File: src/rtl/k_smallest_sum_multiset_macros.svh
// Assertion macros used by the k-smallest-sum multiset controller.
`ifndef K_SMALLEST_SUM_MULTISET_MACROS_SVH
`define K_SMALLEST_SUM_MULTISET_MACROS_SVH

// Same-cycle implication, disabled during reset
`define KSS_ASSERT_IMPL(label, clk, rst_n, ante, cons, msg) \
    label: assert property (@(posedge clk) disable iff (!rst_n) (ante) |-> (cons)) \
        else $error(msg);

// Next-cycle implication, disabled during reset
`define KSS_ASSERT_NEXT(label, clk, rst_n, ante, cons, msg) \
    label: assert property (@(posedge clk) disable iff (!rst_n) (ante) |=> (cons)) \
        else $error(msg);

`endif

File: src/rtl/kss_pkg.sv
// Package: word types, opcodes and controller/datapath interface structs.
`default_nettype none

package kss_pkg;

    localparam int OP_W  = 2;
    localparam int IV_W  = 10;
    localparam int QC_W  = 13;
    localparam int SUM_W = 22;

    localparam logic [OP_W-1:0] OP_INSERT = 2'd0;
    localparam logic [OP_W-1:0] OP_REMOVE = 2'd1;
    localparam logic [OP_W-1:0] OP_QUERY  = 2'd2;

    // Command word
    typedef struct packed {
        logic [OP_W-1:0]  opcode;
        logic [IV_W-1:0]  item_value;
        logic [QC_W-1:0]  query_count;
    } kss_in_t;

    // Result word
    typedef struct packed {
        logic [SUM_W-1:0] smallest_sum;
        logic             too_few;
    } kss_out_t;

    // Controller to datapath
    typedef struct packed {
        logic load;      // latch the command word
        logic clr;       // clear one tree node
        logic rd_check;  // read root, or leaf for a remove
        logic chk_pass;  // start an update walk at the root
        logic upd;       // one read-modify-write level
        logic qstart;    // start a query walk
        logic qstep;     // one query level
        logic mul;       // k times leaf value
        logic out_zero;  // emit a zero result
        logic out_sum;   // emit the collected sum
    } kss_ctl_t;

    // Datapath to controller
    typedef struct packed {
        logic op_ins;
        logic op_rem;
        logic op_qry;
        logic check_ok;
        logic q_short;
        logic q_zero;
        logic clr_last;
    } kss_stat_t;

endpackage

`default_nettype wire

File: src/rtl/kss_ctrl.sv
// Controller: state machine sequencing clear sweep, updates and queries.
`default_nettype none
`include "k_smallest_sum_multiset_macros.svh"

module kss_ctrl
    import kss_pkg::*;
#(
    parameter int VALUE_BITS = 10
)
(
    input  wire logic      clk,
    input  wire logic      rst_n,
    input  wire logic      start,
    input  wire kss_stat_t stat,
    output logic           busy,
    output kss_ctl_t       ctl
);

    localparam int LVL_W = $clog2(VALUE_BITS + 1);

    localparam logic [3:0] S_CLEAR = 4'd0;
    localparam logic [3:0] S_IDLE  = 4'd1;
    localparam logic [3:0] S_DISP  = 4'd2;
    localparam logic [3:0] S_CHECK = 4'd3;
    localparam logic [3:0] S_UPD   = 4'd4;
    localparam logic [3:0] S_QCHK  = 4'd5;
    localparam logic [3:0] S_QWALK = 4'd6;
    localparam logic [3:0] S_MUL   = 4'd7;
    localparam logic [3:0] S_FIN   = 4'd8;

    logic [3:0]       state_reg, state_next;
    logic [LVL_W-1:0] lvl_reg, lvl_next;

    // Next state and commands
    always_comb
    begin
        state_next = state_reg;
        lvl_next   = lvl_reg;
        ctl        = '0;
        case (state_reg)
            S_CLEAR:
            begin
                ctl.clr = 1'b1;
                if (stat.clr_last)
                    state_next = S_IDLE;
            end
            S_IDLE:
            begin
                if (start)
                begin
                    ctl.load   = 1'b1;
                    state_next = S_DISP;
                end
            end
            S_DISP:
            begin
                if (stat.op_ins || stat.op_rem)
                begin
                    ctl.rd_check = 1'b1;
                    state_next   = S_CHECK;
                end
                else if (stat.op_qry)
                begin
                    ctl.rd_check = 1'b1;
                    state_next   = S_QCHK;
                end
                else
                    state_next = S_IDLE;
            end
            S_CHECK:
            begin
                if (stat.check_ok)
                begin
                    ctl.chk_pass = 1'b1;
                    lvl_next     = '0;
                    state_next   = S_UPD;
                end
                else
                    state_next = S_IDLE;
            end
            S_UPD:
            begin
                ctl.upd = 1'b1;
                if (lvl_reg == LVL_W'(VALUE_BITS))
                    state_next = S_IDLE;
                else
                    lvl_next = lvl_reg + LVL_W'(1);
            end
            S_QCHK:
            begin
                if (stat.q_short || stat.q_zero)
                begin
                    ctl.out_zero = 1'b1;
                    state_next   = S_IDLE;
                end
                else
                begin
                    ctl.qstart = 1'b1;
                    lvl_next   = '0;
                    state_next = S_QWALK;
                end
            end
            S_QWALK:
            begin
                ctl.qstep = 1'b1;
                if (lvl_reg == LVL_W'(VALUE_BITS - 1))
                    state_next = S_MUL;
                else
                    lvl_next = lvl_reg + LVL_W'(1);
            end
            S_MUL:
            begin
                ctl.mul    = 1'b1;
                state_next = S_FIN;
            end
            S_FIN:
            begin
                ctl.out_sum = 1'b1;
                state_next  = S_IDLE;
            end
            default:
            begin
                state_next = S_IDLE;
            end
        endcase
    end

    always_ff @(posedge clk or negedge rst_n)
    begin
        if (!rst_n)
        begin
            state_reg <= S_CLEAR;
            lvl_reg   <= '0;
        end
        else
        begin
            state_reg <= state_next;
            lvl_reg   <= lvl_next;
        end
    end

    assign busy = state_reg != S_IDLE;

    // Checks
    `KSS_ASSERT_NEXT(a_accept_dispatch, clk, rst_n, start && !busy, state_reg == S_DISP, "accepted word not dispatched")
    `KSS_ASSERT_IMPL(a_upd_level, clk, rst_n, state_reg == S_UPD, lvl_reg <= LVL_W'(VALUE_BITS), "update walk past leaf")
    `KSS_ASSERT_IMPL(a_qwalk_level, clk, rst_n, state_reg == S_QWALK, lvl_reg < LVL_W'(VALUE_BITS), "query walk past leaf")
    `KSS_ASSERT_IMPL(a_cmd_excl, clk, rst_n, 1'b1, $onehot0({ctl.clr, ctl.upd, ctl.qstep, ctl.out_zero, ctl.out_sum}), "conflicting datapath commands")

endmodule

`default_nettype wire

File: config.mk
export PLATFORM = sky130hd
export DESIGN_NAME = kss_ctrl
export DESIGN_NICKNAME = d
export VERILOG_FILES = /design/src/rtl/kss_pkg.sv /design/src/rtl/kss_ctrl.sv
export VERILOG_INCLUDE_DIRS = /design/src /design/src/rtl
export SDC_FILE = /design/constraint.sdc
export NUM_CORES = 1
export LEC_CHECK = 0
export BUFFER_PORTS_ARGS = -buffer_cell sky130_fd_sc_hd__buf_2
export CAP_MARGIN = 30
export CORE_MARGIN = 3
export CORE_UTILIZATION = 53
export CTS_CLUSTER_DIAMETER = 80
export CTS_CLUSTER_SIZE = 28
export DETAILED_ROUTE_END_ITERATION = 7
export HOLD_SLACK_MARGIN = 0.05
export PLACE_DENSITY = 0.81
export RECOVER_POWER = 50
export SLEW_MARGIN = 20
export SYNTH_ARGS = -nofsm -noshare
export SYNTH_HDL_FRONTEND = slang
export SYNTH_SLANG_ARGS = --single-unit
File: constraint.sdc
create_clock -name clk -period 3.3 [get_ports clk]
set_input_delay 0.33 -clock clk [delete_from_list [all_inputs] [get_ports clk]]
set_output_delay 0.33 -clock clk [all_outputs]
set_load 0.05 [all_outputs]
==> key figures <==
Run status
  • Outcome: completed

Global routing
  • Initial antenna violation count: 0
  • Vias in the first global route: 547
  • GRT Total Usage: 0.181
  • GRT overflow: 0
  • First-pass GRT wire length: 2.45 mm
  • Largest net degree at the start of global routing: 18

Clocking
  • Inserted Clock Buffers: 3
  • Worst-path clk slew: 0.05 ns
  • Post-CTS Resized: 0
  • TritonCTS clock tree: yes
  • Clock tree buffer depth: 2
  • Worst-skew pair later-pin latency: 0.24 ns
  • CTS root buf: clkbuf_4
  • CTS H-tree lvls: 1
  • CTS sink cnt: 8

Power and ir drop
  • Power Density: 844 nW/um2
  • Sequential share of power: 0.316
  • Switching power: 0.360 mW
  • Switching share of total power: 0.543
  • Leakage power: 0.384 nW
  • Clock power frac: 0.104
  • Internal power: 0.303 mW
  • Worst ir drop on vdd: 551 uV
  • Combinational Power Share: 0.580

Routing
  • Post-Route WL: 1.48 mm
  • DR pass1 iterations: 4
  • DR vias: 660
  • Via density per instance: 5.69
  • Iter 0 DRT Violations: 14
  • Final ANT Viol Nets: 0
  • Wire per inst: 12.8 um
  • DRC viols: 0

Die
  • DIE WIDTH: 42.3 um
  • Core ar.: 1170 um2
  • Initial core utilization: 0.595
  • Num ports: 21
  • Cell Rows: 12
  • Full die area: 1790 um2
  • DIE HEIGHT: 42.3 um

Yosys
  • Yosys cell types: 36
  • Mapped Cells: 84
  • Post-synth top area share: 0.287
  • Post-synthesis sequential area ratio: 0.287
  • Synthesized cell area: 697 um2
  • Register bit total from synthesis: 8
  • Synth area leaders: dfrtp_1 (29%), nor2_1 (6.5%), ha_1 (5.4%)
  • Syn nets: 97
  • Syn. warnings: 0
  • Leading area contributor after synthesis: dfrtp_1
  • Syn Area/Cell: 8.30 um2

Timing
  • Min Clock Period, post-route: 2.05 ns
  • Fin crit share: 0.621
  • Worst relative slew slack: 0.606
  • Least-Margin Pin Slew: 0.587 ns
  • RSZ-0062 raised after global routing: no
  • Final Hold Violating Endpoints: 0
  • Fmax: 488 MHz
  • Fin Setup TNS: 0 ns
  • Final worst slack: 1.25 ns
  • Endpoints failing setup: 0
  • Clock Skew: 0.00132 ns
  • Slew Limit Fails: 0

Placement
  • Dpl cells: 112
  • Dpl hpwl: 1.15 mm
  • I/O Buffers: 20
  • Worst slack, placed: 1.47 ns
  • Final Wtd Congestion: 0.834

Layout
  • Fin nets: 117
  • Fill count: 105
  • Area delta synth->final: 12.7%
  • Most frequent cells in the layout: buf_2 (19), nor2_1 (12), dfrtp_1 (8)
  • Register area: 200 um2
  • Area used by multi-input combinational logic: 418 um2
  • Share of layout cells above drive strength 1: 0.235
  • Final Non-Filler Cells: 116
  • Commonest non-fill, non-tap cell in the layout: buf_2
  • Ant diodes: 0

Critical path
  • CP Launch Type: flip-flop
  • Critical setup path kind: flip-flop to output port
  • WP data arrival: 1.72 ns
  • Critical path capture point type: output port
  • Critical path data required time: 2.97 ns
  • Critical path peak fanout: 17
  • R2r setup slk: 1.38 ns

Hold path
  • Type of the most critical hold path: primary input to flip-flop

Job
  • Max_cap viols: 0
[critical path: stages (launching register included)]
cell and delay [ns]:
dfrtp_1 0.67, inv_1 0.19, nor2_1 0.20, and3_1 0.17, buf_2 0.25
[cells by family after synthesis]
logic type               count (synthesis)  synth area share
adder cells (fa/ha/maj)                  3            0.0539
buffers and inverters                   11            0.0862
multiplexers                             2            0.0359
flip-flops                               8             0.287
AND/OR/NAND/NOR                         37             0.266
AO/OA/AOI/OAI                           22             0.259
XOR/XNOR                                 1            0.0126
[synth_stat cells]
master,instances
o311ai_1,1
a2bb2oi_1,1
nor2b_1,1
o22ai_1,2
a311oi_2,1
nand2_1,7
mux2i_1,1
nor3_1,4
nand3b_1,1
nand3_1,1
a211oi_4,1
buf_6,1
a31o_1,2
buf_2,3
nor4b_1,1
o2bb2ai_1,1
a211oi_2,1
nor2_1,12
nor4_1,4
inv_1,5
ha_1,3
buf_4,2
and3_1,1
nand2b_1,3
a32oi_1,1
and3b_1,1
mux2_4,1
xnor2_1,1
a221o_1,1
o31a_1,1
a21oi_1,4
and2b_1,1
a31oi_1,1
o21ai_1,3
a21boi_1,1
dfrtp_1,8
[power groups by stage]
stage / clock network, mW / logic (mW) / registers [mW]
after floorplan: 0 / 0.398 / 0.156
after global placement: 0 / 0.393 / 0.211
after detailed placement: 0 / 0.400 / 0.212
after CTS: 0.0740 / 0.402 / 0.211
after global routing: 0.0876 / 0.422 / 0.218
final: 0.0691 / 0.384 / 0.210
[through the flow]
step / power, mW / hold WS (ns) / utilization / instance area (um2)
2_1_floorplan: 0.554 / 0.0344 / - / 697
3_3_place_gp: 0.604 / 0.172 / 0.660 / 773
3_5_place_dp: 0.612 / 0.173 / 0.660 / 773
4_1_cts: 0.686 / 0.428 / 0.688 / 806
5_1_grt: 0.727 / 0.451 / 0.671 / 786
6_report: 0.663 / 0.455 / 0.671 / 786
[per-layer routing]
metal / vias to the layer above / track usage / share of wire / wire [um]
li1: 343 / - / - / -
met1: 289 / 0.251 / 0.49 / 720
met2: 26 / 0.261 / 0.43 / 635
met3: 2 / 0.0258 / 0.072 / 106
met4: 0 / 0.112 / 0.011 / 17
met5: - / 0 / 0 / 0
[area by class of cell]
| cell class | count | share of cell area |
|---|---|---|
| Clock buffer | 3 | 0.0287 |
| Inverter | 5 | 0.0239 |
| Multi-Input combinational cell | 65 | 0.532 |
| Sequential cell | 8 | 0.255 |
| Tap cell | 14 | 0.0223 |
| Timing Repair Buffer | 21 | 0.139 |
[final timing paths]
path / startpoint / endpoint / cells past startpoint
max in group asynchronous: rst_n / lvl_reg[1] / 2
hold / removal: stat[2] / state_reg[1] / 4
min in group asynchronous: rst_n / state_reg[0] / 2
setup / recovery: state_reg[0] / ctl[9] / 4
hold reg to reg: lvl_reg[0] / lvl_reg[0] / 1
setup reg to reg: lvl_reg[0] / lvl_reg[2] / 6
[what timing repair did]
action / in CTS / in global routing
hold buffers: 1 / 0
hold endpoints to repair: 8 / 0
setup buffers: 0 / 0
Note: power is estimated with default switching activity, not from simulation.
